$ cat src/design/hvd_ram.sv
// ---------------------------------------------------------------------------
// hvd_ram
// Simple dual-port RAM: one write port, one read port, registered read.
// ---------------------------------------------------------------------------
`default_nettype none

module hvd_ram #(
   parameter int WIDTH = 32,
   parameter int DEPTH = 32
) (
   input  wire logic                                   clock,
   input  wire logic                                   wr_en,
   input  wire logic [((DEPTH > 1) ? $clog2(DEPTH) : 1)-1:0] wr_addr,
   input  wire logic [WIDTH-1:0]                       wr_data,
   input  wire logic [((DEPTH > 1) ? $clog2(DEPTH) : 1)-1:0] rd_addr,
   output logic      [WIDTH-1:0]                       rd_data
);

   logic [WIDTH-1:0] mem [DEPTH];
   logic [WIDTH-1:0] rd_data_ff;

   always_ff @(posedge clock) begin
      if (wr_en) begin
         mem[wr_addr] <= wr_data;
      end
      rd_data_ff <= mem[rd_addr];
   end

   assign rd_data = rd_data_ff;

endmodule

`default_nettype wire

$ cat config.mk
export PLATFORM = sky130hd
export DESIGN_NAME = hvd_ram
export DESIGN_NICKNAME = d
export VERILOG_FILES = /design/src/design/hvd_ram.sv
export SDC_FILE = /design/constraint.sdc
export NUM_CORES = 1
export LEC_CHECK = 0
export BUFFER_PORTS_ARGS = -buffer_cell sky130_fd_sc_hd__buf_2
export CORE_AREA = 5 5 236 330
export DETAILED_ROUTE_END_ITERATION = 16
export DIE_AREA = 0 0 241 335
export PLACE_DENSITY = 0.68
export SETUP_SLACK_MARGIN = 0.15
export SLEW_MARGIN = 20
export SYNTH_ARGS = -nofsm -noshare
export SYNTH_HDL_FRONTEND = slang
export SYNTH_SLANG_ARGS = --single-unit
$ cat constraint.sdc
create_clock -name clock -period 5.15 [get_ports clock]
set_clock_uncertainty 0.15 [all_clocks]
set_input_delay 0.515 -clock clock [delete_from_list [all_inputs] [get_ports clock]]
set_output_delay 0.515 -clock clock [all_outputs]
set_load 0.03 [all_outputs]
==> results.md <==
* Slew headroom at 23.7%
* Post-CTS sizing at 0
* Initial Utilization at 54.2%
* Die area at 80700 um2
* Buffers on Ports at 75
* Synth Cell Area at 40500 um2
* Root buf cell: clkbuf_16
* Area grow syn2layout at 12.6%
* Unrepaired setup endpoints after global routing: false
* Rows at 119
* Hold_ws at 0.219 ns
* TritonCTS Sinks at 1056
* Num CTS Buffers at 93
* Vias per inst at 6.19
* Syn nets at 2304
* Post-layout minimum cycle time at 2.57 ns
* Routed vias at 21200
* Yosys cell types at 25
* Clock tree buffer depth at 3
* Chip width at 241 um
* Final WL at 97400 um
* Fin nets at 2423
* Worst-path fanout max at 20
* TritonCTS clock tree: built
* Clock Pin Slew Worst Setup and Hold Paths at 0.07 ns
* FF-to-FF path depth at 5
* Drt drc at 0
* Setup_tns at 0 ns
* RePlAce Congestion at 0.820
* Routed Antenna Nets at 0
* Slew @ Worst Pin at 1.14 ns
* GR Util All Layers at 23.9%
* Final hold violation count at 0
* Synth Register Bits at 1056
* CP required at 5.32 ns
* DP HPWL at 58100 um
* Min-Delay Path Depth at 1
* First-pass GRT wire length at 142000 um
* WHS Endpoint: mem[4][11]$_DFFE_PP_
* Initial antenna violation count at 2
* Synth Instances at 2260
* Post-CTS Setup Inserts at 0
* Clk Latency, worst-skew pair at 0.65 ns
* Peak VDD IR at 252 uV
* Largest net degree at the start of global routing at 88
* DIE HEIGHT at 335 um
* Critical R2R Capture: rd_data[9]$_DFF_P_
* Setup-failing EPs final at 0
* Power per cell area at 381 nW/um2
* Startpoint types: input pin
* Fmax at 0.389 GHz
* MaxCap Viol Count at 0
* Min-delay src: wr_data[11]
* Worst Path Arrival at 2.74 ns
* CP endpoint kind: register
* Avg Synthesized Cell Area at 17.9 um2
* Post-Layout Inst Area at 45600 um2
* Slew Limit Fails at 0
* Critical path class: input pin to register
* Hold WC Path Type: input pin to register
* Hold_buf cts at 0
* Placed cell areas at 42600 um2
* Vias in the first global route at 21600
* Post-synthesis sequential area ratio at 77.5%
* # IOs at 76
* Drt first pass iters at 5
* H-tree levels at 3
* Layout cells sized above 1 at 13.1%
* Iter 0 DRT Violations at 2098
* Pleak at 15.9 nW
* Per-cell routed wire length at 28.5 um
* Grt ovf at 0
* Tcrit/Tclk final at 49.9%
* RR Startpoint: mem[1][9]$_DFFE_PP_
* Fill cells at 5292
* Flop2flop setup slack at 3.29 ns
* Status: finished clean
* Fin util at 61.0%
* Core ar. at 74700 um2
* Yosys warning total at 0
[synth_stat cells]
library cell / number / area share [%]
a21oi_1: 96 / 1.2
nand2_1: 98 / 0.91
nand2b_1: 2 / 0.031
buf_2: 26 / 0.32
nor3_1: 32 / 0.40
and2b_1: 1 / 0.019
nor2_1: 34 / 0.32
a22oi_1: 96 / 1.8
buf_6: 15 / 0.42
clkbuf_4: 2 / 0.037
clkbuf_1: 46 / 0.43
nor2b_1: 1 / 0.015
or3b_2: 3 / 0.065
dfxtp_1: 32 / 1.6
nand3_1: 98 / 1.2
nand3b_1: 5 / 0.093
a31oi_1: 32 / 0.49
a22o_1: 64 / 1.4
buf_4: 33 / 0.61
edfxtp_1: 1024 / 76
buf_1: 5 / 0.046
or2_2: 1 / 0.015
mux2i_1: 512 / 13
or3_1: 1 / 0.015
and2_1: 1 / 0.015
[cell usage in the layout (no fill, tap or decap), types with 2 or more instances in the layout]
master and instances:
a21oi_1 96, a22o_1 64, a22oi_1 96, a31oi_1 32, buf_12 16, buf_16 13
buf_2 74, buf_4 47, bufinv_16 7, clkbuf_1 16, clkbuf_16 97, clkbuf_8 4
clkinv_1 23, clkinv_2 14, clkinv_8 2, clkinvlp_4 3, dfxtp_1 32, edfxtp_1 1024
mux2i_1 512, nand2_1 97, nand2b_2 2, nand3_1 98, nand3b_1 5, nor2_4 33
nor3_1 32, or3b_2 3
[where the power goes]
part           switching (W)  internal [W]
combinational       0.000679      0.000296
clock                0.00298       0.00384
sequential         0.0000470       0.00955
total                0.00371        0.0137
[how the worst max path moves through the flow]
stage	to	startpoint	slack [ns]
detailed placement	rd_data[25]$_DFF_P_	rd_addr[0]	1.89
global placement	mem[29][10]$_DFFE_PP_	wr_addr[1]	1.86
floorplan	mem[12][0]$_DFFE_PP_	wr_addr[1]	2.05
finish	mem[5][28]$_DFFE_PP_	wr_addr[1]	2.58
global route	mem[5][28]$_DFFE_PP_	wr_addr[1]	2.48
CTS	mem[5][28]$_DFFE_PP_	wr_addr[1]	2.53
[state kept, by name, summed over array words and instances (netlist names)]
register  flops
rd_data      32
mem        1024
[cells by family after synthesis]
logic type	synth area share (%)
muxes	12.7
AOI/OAI and AO/OA	4.85
DFF	77.5
and+or+nand+nor	3.10
buffers and inverters	1.86
[worst max-delay path: stages]
cell and delay (ns):
buf_2 0.13, nand3b_1 0.72, nor2_4 0.94, buf_4 0.39
[layout make-up]
cell class | instances | area (um2) | share of cell area (%)
multi-input combinational | 1077 | 8610 | 18.9
clock inverter | 50 | 430 | 0.944
sequential | 1056 | 31400 | 68.8
antenna | 1 | 2.50 | 0.00549
tap | 968 | 1210 | 2.66
clock buffer | 117 | 2540 | 5.58
timing repair buffer | 151 | 1420 | 3.11
[metrics by stage]
| step | std cells | power (W) | setup slack, ns |
|---|---|---|---|
| after floorplan | 2260 | 0.0103 | 2.05 |
| after global placement | 3230 | 0.0107 | 1.86 |
| after detailed placement | 3251 | 0.0108 | 1.89 |
| after CTS | 3418 | 0.0175 | 2.53 |
| after global routing | 3420 | 0.0179 | 2.48 |
| final | 3420 | 0.0174 | 2.58 |
[per-layer routing]
layer	vias to the layer above	wire (um)	track usage, %
li1	9214	-	-
met1	10900	36700	30.4
met2	824	50800	41.1
met3	190	6120	3.78
met4	0	3800	9.79
met5	-	0	0
Note: power is estimated with default switching activity, not from simulation.
