$ cat config.mk
export PLATFORM = sky130hd
export DESIGN_NAME = hvd_div
export DESIGN_NICKNAME = d
export VERILOG_FILES = /design/src/design/hvd_pkg.sv /design/src/design/hvd_div.sv
export SDC_FILE = /design/constraint.sdc
export NUM_CORES = 1
export LEC_CHECK = 0
export ABC_AREA = 1
export ABC_CLOCK_PERIOD_IN_PS = 3300
export BUFFER_PORTS_ARGS = -buffer_cell sky130_fd_sc_hd__buf_2
export CAP_MARGIN = 20
export CORE_MARGIN = 10
export CORE_UTILIZATION = 30
export CTS_BUF_LIST = sky130_fd_sc_hd__clkbuf_4 sky130_fd_sc_hd__clkbuf_8
export CTS_CLUSTER_DIAMETER = 60
export DETAILED_ROUTE_END_ITERATION = 8
export PLACE_DENSITY_LB_ADDON = 0.1
export SYNTH_ARGS = -nofsm -noshare
export SYNTH_HDL_FRONTEND = slang
export SYNTH_SLANG_ARGS = --single-unit
$ cat constraint.sdc
create_clock -name clock -period 3.3 [get_ports clock]
set_clock_uncertainty 0.15 [all_clocks]
set_input_delay 0.165 -clock clock [delete_from_list [all_inputs] [get_ports clock]]
set_output_delay 0.165 -clock clock [all_outputs]
set_load 0.005 [all_outputs]
$ cat src/design/hvd_pkg.sv
// ---------------------------------------------------------------------------
// hvd_pkg
// Shared types and constants for the scaled HMM Viterbi decoder.
// ---------------------------------------------------------------------------
`default_nettype none

package hvd_pkg;

   localparam int PROB_W    = 32;          // Q0.32 probabilities and scores
   localparam int DIV_STEPS = PROB_W + 1;  // quotient bits, one per cycle
   localparam int SCALE_W   = 36;          // Q4.32 scale on the result port

   localparam logic [2:0] CMD_LOAD_TRANS = 3'd0;
   localparam logic [2:0] CMD_LOAD_EMIS  = 3'd1;
   localparam logic [2:0] CMD_LOAD_PRIOR = 3'd2;
   localparam logic [2:0] CMD_PHOTON     = 3'd3;
   localparam logic [2:0] CMD_READ_PATH  = 3'd4;

   localparam logic [1:0] KIND_ACK   = 2'd0;
   localparam logic [1:0] KIND_SCALE = 2'd1;
   localparam logic [1:0] KIND_PATH  = 2'd2;

   typedef enum logic [4:0] {
      ST_IDLE,
      ST_LOAD,
      ST_PATH_RD,
      ST_PATH_WAIT,
      ST_PH_START,
      ST_INIT_RD,
      ST_INIT_MUL,
      ST_INIT_ACC,
      ST_REC_RD,
      ST_REC_MUL,
      ST_REC_CMP,
      ST_REC_EMIS_RD,
      ST_REC_EMIS_MUL,
      ST_REC_ACC,
      ST_NORM,
      ST_NORM_START,
      ST_NORM_WAIT,
      ST_PH_DONE,
      ST_TERM,
      ST_TERM_WR,
      ST_BT_RD,
      ST_BT_WAIT,
      ST_RESP
   } hvd_state_type;

endpackage

`default_nettype wire

$ cat src/design/hvd_div.sv
// ---------------------------------------------------------------------------
// hvd_div
// Radix-2 restoring divider for score normalization: (numer << 32) / denom,
// saturated to all ones. Assumes numer <= denom, denom nonzero.
// ---------------------------------------------------------------------------
`default_nettype none

module hvd_div #(
   parameter int SUM_W = 35
) (
   input  wire logic                       clock,
   input  wire logic                       reset,
   input  wire logic                       start,
   input  wire logic [hvd_pkg::PROB_W-1:0] numer,
   input  wire logic [SUM_W-1:0]           denom,
   output logic                            done,
   output logic      [hvd_pkg::PROB_W-1:0] quot
);

   import hvd_pkg::*;

   localparam int CNT_W = $clog2(DIV_STEPS + 1);

   logic [SUM_W-1:0]     rem_ff, rem_in;
   logic [DIV_STEPS-1:0] sh_ff, sh_in;
   logic [DIV_STEPS-1:0] q_ff, q_in;
   logic [CNT_W-1:0]     cnt_ff, cnt_in;
   logic                 done_ff, done_in;
   logic [SUM_W:0]       trial;

   assign trial = {rem_ff, sh_ff[DIV_STEPS-1]};

   always_comb begin
      rem_in  = rem_ff;
      sh_in   = sh_ff;
      q_in    = q_ff;
      cnt_in  = cnt_ff;
      done_in = 1'b0;
      if (start) begin
         // quotient fits in DIV_STEPS bits, so skip the leading dividend bits
         rem_in = SUM_W'(numer >> 1);
         sh_in  = {numer[0], {PROB_W{1'b0}}};
         q_in   = '0;
         cnt_in = CNT_W'(DIV_STEPS);
      end else if (cnt_ff != '0) begin
         if (trial >= {1'b0, denom}) begin
            rem_in = SUM_W'(trial - {1'b0, denom});
            q_in   = {q_ff[DIV_STEPS-2:0], 1'b1};
         end else begin
            rem_in = SUM_W'(trial);
            q_in   = {q_ff[DIV_STEPS-2:0], 1'b0};
         end
         sh_in   = {sh_ff[DIV_STEPS-2:0], 1'b0};
         cnt_in  = cnt_ff - 1'b1;
         done_in = (cnt_ff == CNT_W'(1));
      end
   end

   always_ff @(posedge clock) begin
      if (reset) begin
         cnt_ff  <= '0;
         done_ff <= 1'b0;
      end else begin
         cnt_ff  <= cnt_in;
         done_ff <= done_in;
      end
      rem_ff <= rem_in;
      sh_ff  <= sh_in;
      q_ff   <= q_in;
   end

   assign done = done_ff;
   assign quot = q_ff[PROB_W] ? {PROB_W{1'b1}} : q_ff[PROB_W-1:0];

endmodule

`default_nettype wire

==> summary.txt, run 1 <==
Timing
  – Final setup fails: 0
  – Minimum period implied by the final worst setup slack: around 2.9 ns
  – Number of endpoints with negative hold slack in the final report: 0
  – Number of max-slew violations in the final report: 0
  – Slew of the pin with the lowest slew margin: around 0.96 ns
  – Achievable frequency: between 300 and 400 MHz
  – RSZ-0062 raised after global routing: false
  – Part of the cycle the worst path needs: just under 90%
  – Tightest slew margin relative to the limit: roughly 36%
  – Crit path setup slack, layout: 0.404 ns
  – Final sum of negative setup slack: 0 ns

Floorplanning
  – Row cnt: 52
  – Width of the die: 164 µm
  – Starting density of the core: roughly 31%
  – Num ports: about 100
  – Vertical die dimension: between 150 and 200 µm
  – Std-Cell Core Area: 20400 µm²
  – Die outline area: 26900 µm²

Final layout
  – Net count, final: about 1200
  – Signed area change from the synthesized netlist to the final layout: 21.1%
  – Final-layout fill cell count: 2298
  – Area occupied by registers: 1840 µm²
  – # diodes: 0
  – Final Util: roughly 37%
  – Total area of multi-input combinational cells: approximately 3400 µm²
  – Layout cells sized above 1: 13.1%

Routing
  – Final wirelength: a little under 20000 µm
  – Count of nets left with antenna violations after detail routing: 0
  – Initial drt markers: a little over 300
  – Mean number of vias per cell: around 4.4
  – Number of remaining DRC errors: 0
  – Drt wl/cell: around 14 µm
  – Number of vias after detailed routing: between 6000 and 7000
  – Number of detailed-routing iterations run before antenna repair: 5

Worst setup path
  – Kind of capture point of the worst setup path: register
  – Crit path buffers/inverters: 3
  – Cell at the slowest stage of the critical path: sky130_fd_sc_hd__fa_1
  – Worst Setup Path Type: reg -> reg
  – Required time at the endpoint of the critical path: 3.29 ns
  – Most prevalent standard cell on the critical path: sky130_fd_sc_hd__nand2_1
  – Kind of cell with the highest combined delay on the critical path: simple AND/OR/NAND/NOR gates
  – Crit-path cells: inv_1 > ha_1 > fa_1 > inv_1 > nand2_1 > nand2_1 > and2_1 > nand3b_1 > nand3_2 > nand3_4 > nand2_8 > buf_4 > nand2_1 > nand2_1 > o21ai_1
  – Stage delay of the slowest cell on the critical path: between 0.4 and 0.5 ns
  – Critical path launch point type: register
  – Data arrival time of the critical path: a little under 3 ns
  – Max Fanout on Critical Path: 34

Worst hold path
  – Classification of the worst-slack hold path: in -> reg

Logic synthesis
  – Cell count after synthesis: 1005
  – Post-synth cell types: 37
  – Synthesized area: around 6200 µm²
  – Register bit total from synthesis: 76
  – Synth Warn #: 0
  – Total nets after synthesis: ~1100
  – Sequential share of the synthesized area: between 20% and 30%
  – Avg Inst Size Synth: roughly 6.2 µm²

Power
  – Pwr Density: between 800 and 900 nW/µm²
  – Sequential Power Share: a little under a quarter
  – Total design power: ~6.1 mW
  – Power dissipated by switching net loads: 3.13 mW
  – Net switching share of the total power: between 50% and 60%
  – Internal: between 2 and 3 mW
  – Combinational fraction of design power: ~63%
  – Maximum vdd drop: roughly 0.29 mV
  – Clk network pwr share: 12.7%
  – Static leakage: between 4 and 5 nW

Run
  – Max-cap violations: 0

Clock network
  – Post-cts hold buffer count: 33
  – Inserted Clock Buffers: 9
  – Count of instances resized after the clock tree is built: 0
  – Depth of the CTS H-tree: 3
  – TritonCTS clock tree: yes
  – Post-CTS setup buffers: 0
  – Clock transition at the register clock pins on the worst setup and hold paths after CTS: approximately 0.10 ns
  – Maximum buffer depth of the clock tree: 2
  – Root Buffer Master: sky130_fd_sc_hd__clkbuf_8
  – Clock latency reported for the late side of the worst-skew pair: around 0.38 ns
  – Num Clock Sinks: between 70 and 80

GRT
  – Global-route wire length before repair: 31800 µm
  – Leftover overflow at the end of global routing: 0
  – Largest net degree at the start of global routing: 37
  – Number of antenna violations at the first check in global routing: 2
  – Number of global-route vias before repair: 6199
  – Overall Global Routing Usage: between 10% and 20%

Placement
  – HPWL Detailed: ~15000 µm
  – Worst slack after detailed placement: about 0.38 ns
  – Quantity of I/O buffers inserted on ports: approximately 100
  – Final Wtd Congestion: about 0.9

Outcome
  – Result of the run: finished, final reports clean
-- worst reg2reg max path, cell delays in order, from the launching register on --
cell and delay (ns):
sky130_fd_sc_hd__edfxtp_1 0.36, sky130_fd_sc_hd__inv_1 0.04, sky130_fd_sc_hd__ha_1 0.21, sky130_fd_sc_hd__fa_1 0.42, sky130_fd_sc_hd__inv_1 0.10, sky130_fd_sc_hd__nand2_1 0.05, sky130_fd_sc_hd__nand2_1 0.07, sky130_fd_sc_hd__and2_1 0.20
sky130_fd_sc_hd__nand3b_1 0.13, sky130_fd_sc_hd__nand3_2 0.13, sky130_fd_sc_hd__nand3_4 0.13, sky130_fd_sc_hd__nand2_8 0.25, sky130_fd_sc_hd__buf_4 0.23, sky130_fd_sc_hd__nand2_1 0.06, sky130_fd_sc_hd__nand2_1 0.06, sky130_fd_sc_hd__o21ai_1 0.06
-- per-stage QoR --
stage | instances | hold WS, ns | area (µm²)
final | 1410 | 0.141 | 7550
after global routing | 1410 | 0.183 | 7550
after floorplan | 1005 | 0.176 | 6230
after CTS | 1410 | 0.127 | 7550
after detailed placement | 1361 | 0.293 | 7020
after global placement | 1361 | 0.291 | 7020
-- registers in the layout, summed over array words and instances, names as in the netlist --
signal,flops
rem_ff,35
q_ff,33
cnt_ff,6
done,1
sh_ff,1
-- cell usage in the layout (no fill, tap or decap), types with 8 or more instances in the layout --
master,Yosys,layout
sky130_fd_sc_hd__o21ai_0,15,15
sky130_fd_sc_hd__nand3_1,78,78
sky130_fd_sc_hd__o22ai_1,33,33
sky130_fd_sc_hd__clkbuf_8,0,9
sky130_fd_sc_hd__edfxtp_1,32,32
sky130_fd_sc_hd__xnor2_1,17,17
sky130_fd_sc_hd__a21oi_1,33,33
sky130_fd_sc_hd__nor2_1,69,69
sky130_fd_sc_hd__nand2_1,354,354
sky130_fd_sc_hd__dlygate4sd3_1,0,33
sky130_fd_sc_hd__nand2_2,8,8
sky130_fd_sc_hd__buf_2,2,102
sky130_fd_sc_hd__inv_1,213,213
sky130_fd_sc_hd__dfxtp_1,44,44
sky130_fd_sc_hd__ha_1,38,38
-- power groups by stage --
| stage | Combinational (mW) | Clock, mW | Sequential [mW] |
|---|---|---|---|
| finish | 3.85 | 0.768 | 1.45 |
| global route | 4.45 | 0.834 | 1.49 |
| CTS | 3.89 | 0.804 | 1.45 |
| detailed placement | 3.83 | 0 | 1.48 |
| global placement | 3.85 | 0 | 1.47 |
| floorplan | 3.02 | 0 | 1.42 |
-- cell type report --
type	count	share of cell area [%]
multi-input cells	689	45.7
flip-flops and latches	76	24.4
repair buffers	142	12.0
clock buffers	9	1.64
well taps	270	4.48
clock inverters	7	0.978
inverters	217	10.8
-- cells in the mapped netlist --
cell                       instances  area (µm²)
sky130_fd_sc_hd__nor3_1            5        25.0
sky130_fd_sc_hd__clkinv_1          1        3.75
sky130_fd_sc_hd__clkbuf_1         13        48.8
sky130_fd_sc_hd__nand2_2           8        50.1
sky130_fd_sc_hd__nor2_2            2        12.5
sky130_fd_sc_hd__o22ai_1          33         206
sky130_fd_sc_hd__o21ai_0          15        75.1
sky130_fd_sc_hd__buf_6             4        45.0
sky130_fd_sc_hd__and3_1            1        6.26
sky130_fd_sc_hd__nand2_1         354        1330
sky130_fd_sc_hd__nand4_1           4        25.0
sky130_fd_sc_hd__nand3_4           1        17.5
sky130_fd_sc_hd__nor2_1           69         259
sky130_fd_sc_hd__dfxtp_1          44         881
sky130_fd_sc_hd__and2_1            3        18.8
sky130_fd_sc_hd__edfxtp_1         32         961
sky130_fd_sc_hd__o21ai_1           7        35.0
sky130_fd_sc_hd__nand3_1          78         390
sky130_fd_sc_hd__a21oi_1          33         165
sky130_fd_sc_hd__buf_2             2        10.0
sky130_fd_sc_hd__or2_2             1        6.26
sky130_fd_sc_hd__o21a_1            1        7.51
sky130_fd_sc_hd__ha_1             38         475
sky130_fd_sc_hd__nand3_2           2        20.0
sky130_fd_sc_hd__nor2_4            3        33.8
sky130_fd_sc_hd__buf_4             2        15.0
sky130_fd_sc_hd__nor3_2            2        20.0
sky130_fd_sc_hd__o21bai_1          4        30.0
sky130_fd_sc_hd__nand2_8           1        20.0
sky130_fd_sc_hd__xor2_1            3        26.3
sky130_fd_sc_hd__inv_1           213         800
sky130_fd_sc_hd__inv_2             2        7.51
sky130_fd_sc_hd__buf_1             2        7.51
sky130_fd_sc_hd__fa_1              1        20.0
sky130_fd_sc_hd__nand3b_1          3        22.5
sky130_fd_sc_hd__inv_4             1        6.26
sky130_fd_sc_hd__xnor2_1          17         149
-- per-layer routing --
layer	GRT usage, %	routed length, µm	share of wire [%]	vias to the layer above
met3	3.85	998	5.1	15
met5	0	19	0.097	-
met2	22.7	8410	43	110
met4	2.60	138	0.71	4
met1	20.4	10000	51	2661
li1	-	-	-	3359
-- path summary, 6_finish.rpt --
| kind | from | to | slack, ns | cells after the start |
|---|---|---|---|---|
| worst max-delay path | sh_ff[32]$_SDFFCE_PN0P_ | rem_ff[12]$_DFFE_PP_ | 0.40 | 15 |
| worst min-delay path | denom[34] | rem_ff[34]$_SDFFE_PP0N_ | 0.14 | 6 |
| worst max register to register | sh_ff[32]$_SDFFCE_PN0P_ | rem_ff[12]$_DFFE_PP_ | 0.40 | 15 |
| worst min register to register | cnt_ff[3]$_SDFFE_PP0N_ | cnt_ff[3]$_SDFFE_PP0N_ | 0.34 | 2 |
-- cells by family (layout without fill, tap and decap cells) --
family / count (synthesis) / count (layout) / share of synthesized area (%)
simple gates: 537 / 537 / 36.2
buf+inv: 240 / 375 / 15.1
compound gates: 93 / 93 / 8.33
flops: 76 / 76 / 29.6
fa+ha+maj: 39 / 39 / 7.95
xor+xnor: 20 / 20 / 2.81
No activity file was read; power rests on OpenSTA's default activity.
==> run 2, diff against run 1 <==
--- a/config.mk
+++ b/config.mk
@@ -15,6 +15,7 @@
 export CTS_CLUSTER_DIAMETER = 60
 export DETAILED_ROUTE_END_ITERATION = 8
 export PLACE_DENSITY_LB_ADDON = 0.1
+export RECOVER_POWER = 25
 export SYNTH_ARGS = -nofsm -noshare
 export SYNTH_HDL_FRONTEND = slang
 export SYNTH_SLANG_ARGS = --single-unit
==> run 2 against run 1 <==
The run now ends with capacitance limit, slew limit left. Critical path depth unchanged. Power about the same. Non-clock buffer count did not move. Maximum frequency about the same. Final area shrank 0.28%. Largest power group unchanged. Global-route usage did not move. Largest cell class unchanged. Clock power is essentially flat. Utilization decreased by 0.10 points. Register-to-register slack about the same. Highest routed layer unchanged.
==> summary.txt, run 2 (synthesized netlist as in run 1, its figures left out) <==
Routing
  – Final wirelength: 19600 µm (about the same)
  – Drt wl/cell: 13.9 µm (about the same)
  – Number of remaining DRC errors: 0 (unchanged)
  – Mean number of vias per cell: 4.36 (about the same)
  – Number of detailed-routing iterations run before antenna repair: 5 (unchanged)
  – Count of nets left with antenna violations after detail routing: 0 (unchanged)
  – Number of vias after detailed routing: 6148 (-0.016%)
  – Initial drt markers: 317 (+3.6%)

Worst setup path
  – Stage delay of the slowest cell on the critical path: 0.42 ns (about the same)
  – Cell at the slowest stage of the critical path: sky130_fd_sc_hd__fa_1
  – Crit-path cells: inv_1 > ha_1 > fa_1 > inv_1 > nand2_1 > nand2_1 > and2_1 > nand3b_1 > nand3_2 > nand3_4 > nand2_8 > buf_4 > nand2_1 > nand2_1 > o21ai_1
  – Kind of capture point of the worst setup path: register
  – Most prevalent standard cell on the critical path: sky130_fd_sc_hd__nand2_1
  – Critical path launch point type: register
  – Required time at the endpoint of the critical path: 3.29 ns (about the same)
  – Data arrival time of the critical path: 2.88 ns (about the same)
  – Max Fanout on Critical Path: 34 (unchanged)
  – Worst Setup Path Type: reg -> reg

Timing
  – Crit path setup slack, layout: 0.405 ns (+0.00129 ns)
  – Achievable frequency: 345 MHz (about the same)
  – Worst hold slack: 0.141 ns (-0.0000470 ns)
  – Minimum period implied by the final worst setup slack: 2.89 ns (-0.00129 ns)
  – Final setup fails: 0 (unchanged)
  – Part of the cycle the worst path needs: 87.7% (about the same)
  – Final sum of negative setup slack: 0 ns (unchanged)
  – Number of endpoints with negative hold slack in the final report: 0 (unchanged)
  – RSZ-0062 raised after global routing: false
  – Slew of the pin with the lowest slew margin: 1.57 ns (+0.612 ns)
  – Number of max-slew violations in the final report: 35 (+35)
  – Tightest slew margin relative to the limit: -4.94% (-41 points)

Outcome
  – Result of the run: complete, but fails checks
  – Violated checks: capacitance limit, slew limit

Floorplanning
  – Die outline area: 26900 µm² (unchanged)
  – Row cnt: 52 (unchanged)
  – Std-Cell Core Area: 20400 µm² (unchanged)
  – Num ports: 103 (unchanged)
  – Vertical die dimension: 164 µm (unchanged)
  – Starting density of the core: 30.6% (unchanged)
  – Width of the die: 164 µm (unchanged)

Clock network
  – Count of instances resized after the clock tree is built: 0 (unchanged)
  – TritonCTS clock tree: yes
  – Root Buffer Master: sky130_fd_sc_hd__clkbuf_8
  – Clock latency reported for the late side of the worst-skew pair: 0.38 ns (about the same)
  – Post-cts hold buffer count: 33 (unchanged)
  – Depth of the CTS H-tree: 3 (unchanged)
  – Clock transition at the register clock pins on the worst setup and hold paths after CTS: 0.10 ns (about the same)
  – Post-CTS setup buffers: 0 (unchanged)
  – Maximum buffer depth of the clock tree: 2 (unchanged)
  – Num Clock Sinks: 76 (unchanged)
  – Inserted Clock Buffers: 9 (unchanged)

Final layout
  – Signed area change from the synthesized netlist to the final layout: 20.8%
  – Final Util: 37.0% (-0.10 points)
  – Most common library cell in the layout ignoring fill and taps: sky130_fd_sc_hd__nand2_1
  – # diodes: 0 (unchanged)
  – Post-Layout Cell Count: 1410 (unchanged)
  – Leading registers by flop count: rem_ff x35, q_ff x33, cnt_ff x6
  – Reg with most FFs: rem_ff
  – Layout cells sized above 1: 11.8% (-1.3 points)
  – Most frequent cells in the layout: sky130_fd_sc_hd__nand2_1 (354), sky130_fd_sc_hd__inv_1 (213), sky130_fd_sc_hd__buf_2 (88)
  – Largest register FFs: 35 (unchanged)
  – Net count, final: 1244 (unchanged)

Placement
  – HPWL Detailed: 15200 µm (unchanged)
  – Worst slack after detailed placement: 0.383 ns (unchanged)
  – Final Wtd Congestion: 0.901 (unchanged)
  – Total instance count after detailed placement: 1361 (unchanged)
  – Quantity of I/O buffers inserted on ports: 102 (unchanged)

GRT
  – Overall Global Routing Usage: 14.7% (unchanged)
  – Largest net degree at the start of global routing: 37 (unchanged)
  – Number of antenna violations at the first check in global routing: 2 (unchanged)
  – Leftover overflow at the end of global routing: 0 (unchanged)
  – Global-route wire length before repair: 31800 µm (unchanged)
  – Number of global-route vias before repair: 6199 (unchanged)

Power
  – Maximum vdd drop: 0.290 mV (-0.19%)
  – Static leakage: 4.20 nW (-1.5%)
  – Pwr Density: 807 nW/µm² (+0.22%)

Worst hold path
  – Classification of the worst-slack hold path: in -> reg

Run
  – Max-cap violations: 1 (+1)
## run 2: changes by cell type in the layout (fill, tap and decap cells not counted), sizes merged
| cell | delta |
|---|---|
| clkbuf | +15 |
| buf | -15 |
## run 2: final timing paths
path	start	endpoint	slack, ns	cells past startpoint
worst max register to register	sh_ff[32]$_SDFFCE_PN0P_	rem_ff[12]$_DFFE_PP_	0.41	15
worst max-delay path	sh_ff[32]$_SDFFCE_PN0P_	rem_ff[12]$_DFFE_PP_	0.41	15
worst min register to register	cnt_ff[3]$_SDFFE_PP0N_	cnt_ff[3]$_SDFFE_PP0N_	0.34	2
worst min-delay path	denom[34]	rem_ff[34]$_SDFFE_PP0N_	0.14	6
## run 2: routing by layer
layer / global-route usage [%] / vias up / routed length [µm]
met2: 22.7 / 106 / 8410
met5: 0 / - / 19
met1: 20.4 / 2665 / 10000
li1: - / 3358 / -
met4: 2.60 / 4 / 138
met3: 3.85 / 15 / 991
## run 2: report_power, final
part / switching, mW / internal, mW
Sequential: 0.153 / 1.30
Clock: 0.468 / 0.301
Combinational: 2.50 / 1.34
## run 2: critical path: cells and delay by family (launching register included)
| family | cells | cell delay [ns] |
|---|---|---|
| flip-flops | 1 | 0.36 |
| buffers and inverters | 3 | 0.36 |
| AND/OR/NAND/NOR | 9 | 1.07 |
| adder cells (fa/ha/maj) | 2 | 0.63 |
| AO/OA/AOI/OAI | 1 | 0.06 |
## run 2: layout make-up
type | count | area (µm²)
fillers | 2306 | 12800
multi-input cells | 689 | 3450
flip-flops and latches | 76 | 1840
repair buffers | 142 | 885
inverters | 217 | 817
well taps | 270 | 338
clock buffers | 9 | 124
clock inverters | 7 | 73.8
## run 2: through the flow
step / total power [mW] / area (µm²)
2_1_floorplan: 4.44 / 6230
3_3_place_gp: 5.32 / 7020
3_5_place_dp: 5.31 / 7020
4_1_cts: 6.15 / 7550
5_1_grt: 6.78 / 7520
6_report: 6.07 / 7520
==> run 3, diff against run 2 <==
--- a/config.mk
+++ b/config.mk
@@ -14,7 +14,8 @@
 export CTS_BUF_LIST = sky130_fd_sc_hd__clkbuf_4 sky130_fd_sc_hd__clkbuf_8
 export CTS_CLUSTER_DIAMETER = 60
 export DETAILED_ROUTE_END_ITERATION = 8
-export PLACE_DENSITY_LB_ADDON = 0.1
+export GPL_ROUTABILITY_DRIVEN = 1
+export PLACE_DENSITY_LB_ADDON = 0.25
 export RECOVER_POWER = 25
 export SYNTH_ARGS = -nofsm -noshare
 export SYNTH_HDL_FRONTEND = slang
==> run 3 against run 2 <==
The flow now finishes without violations. Count of clock-buffer cells in the layout stayed put. Power is 0.38% higher. Via count is 1.5% higher. Critical path type unchanged.
==> summary.txt, run 3 (synthesized netlist as in run 1, its figures left out) <==
Worst setup path
  – Critical path launch point type: register
  – Required time at the endpoint of the critical path: 3.28 ns (about the same)
  – Kind of capture point of the worst setup path: register
  – Max Fanout on Critical Path: 32 (-5.9%)
  – Data arrival time of the critical path: 2.84 ns (-0.04 ns)
  – Worst Setup Path Type: reg -> reg

Worst hold path
  – Classification of the worst-slack hold path: in -> reg

Floorplanning
  – Num ports: 103 (unchanged)
  – Std-Cell Core Area: 20400 µm² (unchanged)
  – Row cnt: 52 (unchanged)
  – Vertical die dimension: 164 µm (unchanged)
  – Width of the die: 164 µm (unchanged)
  – Starting density of the core: 30.6% (unchanged)
  – Die outline area: 26900 µm² (unchanged)

Power
  – Maximum vdd drop: 0.310 mV (+6.8%)
  – Total design power: 6.09 mW (+0.38%)
  – Pwr Density: 810 nW/µm² (+0.40%)
  – Static leakage: 4.17 nW (-0.74%)

GRT
  – Number of antenna violations at the first check in global routing: 1 (-1)
  – Global-route wire length before repair: 30500 µm (-4.2%)
  – Number of global-route vias before repair: 6220 (+0.34%)
  – Leftover overflow at the end of global routing: 0 (unchanged)
  – Overall Global Routing Usage: 14.0% (-0.78 points)
  – Largest net degree at the start of global routing: 36 (-2.7%)

Clock network
  – Post-CTS setup buffers: 0 (unchanged)
  – Clock transition at the register clock pins on the worst setup and hold paths after CTS: 0.11 ns (about the same)
  – Clock latency reported for the late side of the worst-skew pair: 0.39 ns (about the same)
  – Root Buffer Master: sky130_fd_sc_hd__clkbuf_8
  – TritonCTS clock tree: yes
  – Depth of the CTS H-tree: 3 (unchanged)
  – Maximum buffer depth of the clock tree: 2 (unchanged)
  – Num Clock Sinks: 76 (unchanged)
  – Inserted Clock Buffers: 9 (unchanged)

Routing
  – Count of nets left with antenna violations after detail routing: 0 (unchanged)
  – Initial drt markers: 272 (-14%)
  – Drt wl/cell: 13.3 µm (-4.2%)
  – Number of detailed-routing iterations run before antenna repair: 5 (unchanged)
  – Mean number of vias per cell: 4.43 (+1.5%)
  – Number of remaining DRC errors: 0 (unchanged)
  – Number of vias after detailed routing: 6241 (+1.5%)
  – Final wirelength: 18700 µm (-4.2%)

Timing
  – Final sum of negative setup slack: 0 ns (unchanged)
  – Slew of the pin with the lowest slew margin: 1.46 ns (-0.111 ns)
  – RSZ-0062 raised after global routing: false
  – Number of max-slew violations in the final report: 0 (-100%)
  – Part of the cycle the worst path needs: 86.8% (-0.96 points)
  – Tightest slew margin relative to the limit: 2.48% (+7.4 points)
  – Minimum period implied by the final worst setup slack: 2.86 ns (-0.0315 ns)
  – Number of endpoints with negative hold slack in the final report: 0 (unchanged)
  – Final setup fails: 0 (unchanged)
  – Achievable frequency: 349 MHz (+1.1%)
  – Worst hold slack: 0.0921 ns (-0.0491 ns)

Final layout
  – Layout cells sized above 1: 11.0% (-0.78 points)
  – Reg with most FFs: rem_ff
  – Final Util: 36.9% (about the same)
  – Most frequent cells in the layout: sky130_fd_sc_hd__nand2_1 (354), sky130_fd_sc_hd__inv_1 (213), sky130_fd_sc_hd__buf_2 (80)
  – Final design area excluding fillers: 7520 µm² (about the same)
  – Net count, final: 1243 (-0.080%)
  – Most common library cell in the layout ignoring fill and taps: sky130_fd_sc_hd__nand2_1
  – Leading registers by flop count: rem_ff x35, q_ff x33, cnt_ff x6
  – Final-layout fill cell count: 2234 (-3.1%)
  – Signed area change from the synthesized netlist to the final layout: 20.7% (about the same)
  – Largest register FFs: 35 (unchanged)

Placement
  – Final Wtd Congestion: 0.960 (+6.5%)
  – Post-placement cell area: 7010 µm² (-0.11%)
  – Quantity of I/O buffers inserted on ports: 102 (unchanged)
  – HPWL Detailed: 14700 µm (-3.3%)

Outcome
  – Result of the run: finished, final reports clean

Run
  – Max-cap violations: 0 (-1)
[run 3: changes by cell type in the layout (fill, tap and decap cells not counted), sizes merged]
| cell | delta |
|---|---|
| clkbuf | +8 |
| clkinv | -1 |
| diode | +1 |
| bufinv | +1 |
| buf | -9 |
[run 3: where the power goes]
group / switching, mW / total (mW) / internal, mW
Combinational: 2.48 / 3.82 / 1.34
Clock: 0.444 / 0.816 / 0.372
Sequential: 0.154 / 1.46 / 1.30
[run 3: timing repair]
action	CTS	global route
hold buffers	33	0
endpoints found under the hold margin	38	0
gates resized for setup	0	0
[run 3: stage by stage]
| step | cells | setup WS (ns) |
|---|---|---|
| after floorplan | 1005 | 0.717 |
| after global placement | 1360 | 0.506 |
| after detailed placement | 1360 | 0.449 |
| after CTS | 1409 | 0.445 |
| after global routing | 1409 | 0.101 |
| final | 1410 | 0.437 |
[run 3: cell type report]
class	instances	area, µm²	area share (%)
Inverter	217	817	10.9
Clock inverter	7	87.6	1.16
Tap cell	270	338	4.49
Antenna cell	1	2.50	0.0333
Timing Repair Buffer	141	867	11.5
Clock buffer	9	124	1.65
Multi-Input combinational cell	689	3450	45.8
Sequential cell	76	1840	24.5
[run 3: final timing paths]
| check | slack (ns) | endpoint | startpoint | depth (start not counted) |
|---|---|---|---|---|
| max reg2reg | 0.44 | rem_ff[29]$_DFFE_PP_ | sh_ff[32]$_SDFFCE_PN0P_ | 15 |
| min | 0.09 | rem_ff[16]$_DFFE_PP_ | numer[17] | 3 |
| max | 0.44 | rem_ff[29]$_DFFE_PP_ | sh_ff[32]$_SDFFCE_PN0P_ | 15 |
| min reg2reg | 0.33 | cnt_ff[3]$_SDFFE_PP0N_ | cnt_ff[3]$_SDFFE_PP0N_ | 2 |
[run 3: metal layers]
| metal | wire [µm] | track usage (%) | vias to the layer above |
|---|---|---|---|
| li1 | - | - | 3352 |
| met1 | 9490 | 18.8 | 2736 |
| met2 | 7860 | 21.5 | 135 |
| met3 | 1100 | 3.60 | 18 |
| met4 | 308 | 3.90 | 0 |
| met5 | 0 | 0 | - |
[run 3: worst max-delay path, cell delays in order (launching register included)]
cell and delay [ns]:
sky130_fd_sc_hd__edfxtp_1 0.35, sky130_fd_sc_hd__inv_1 0.04, sky130_fd_sc_hd__ha_1 0.20, sky130_fd_sc_hd__fa_1 0.41
sky130_fd_sc_hd__inv_1 0.09, sky130_fd_sc_hd__nand2_1 0.05, sky130_fd_sc_hd__nand2_1 0.07, sky130_fd_sc_hd__and2_1 0.18
sky130_fd_sc_hd__nand3b_1 0.11, sky130_fd_sc_hd__nand3_2 0.13, sky130_fd_sc_hd__nand3_4 0.13, sky130_fd_sc_hd__nand2_8 0.23
sky130_fd_sc_hd__buf_4 0.24, sky130_fd_sc_hd__nand3_1 0.09, sky130_fd_sc_hd__nand3_1 0.08, sky130_fd_sc_hd__nand2_1 0.05
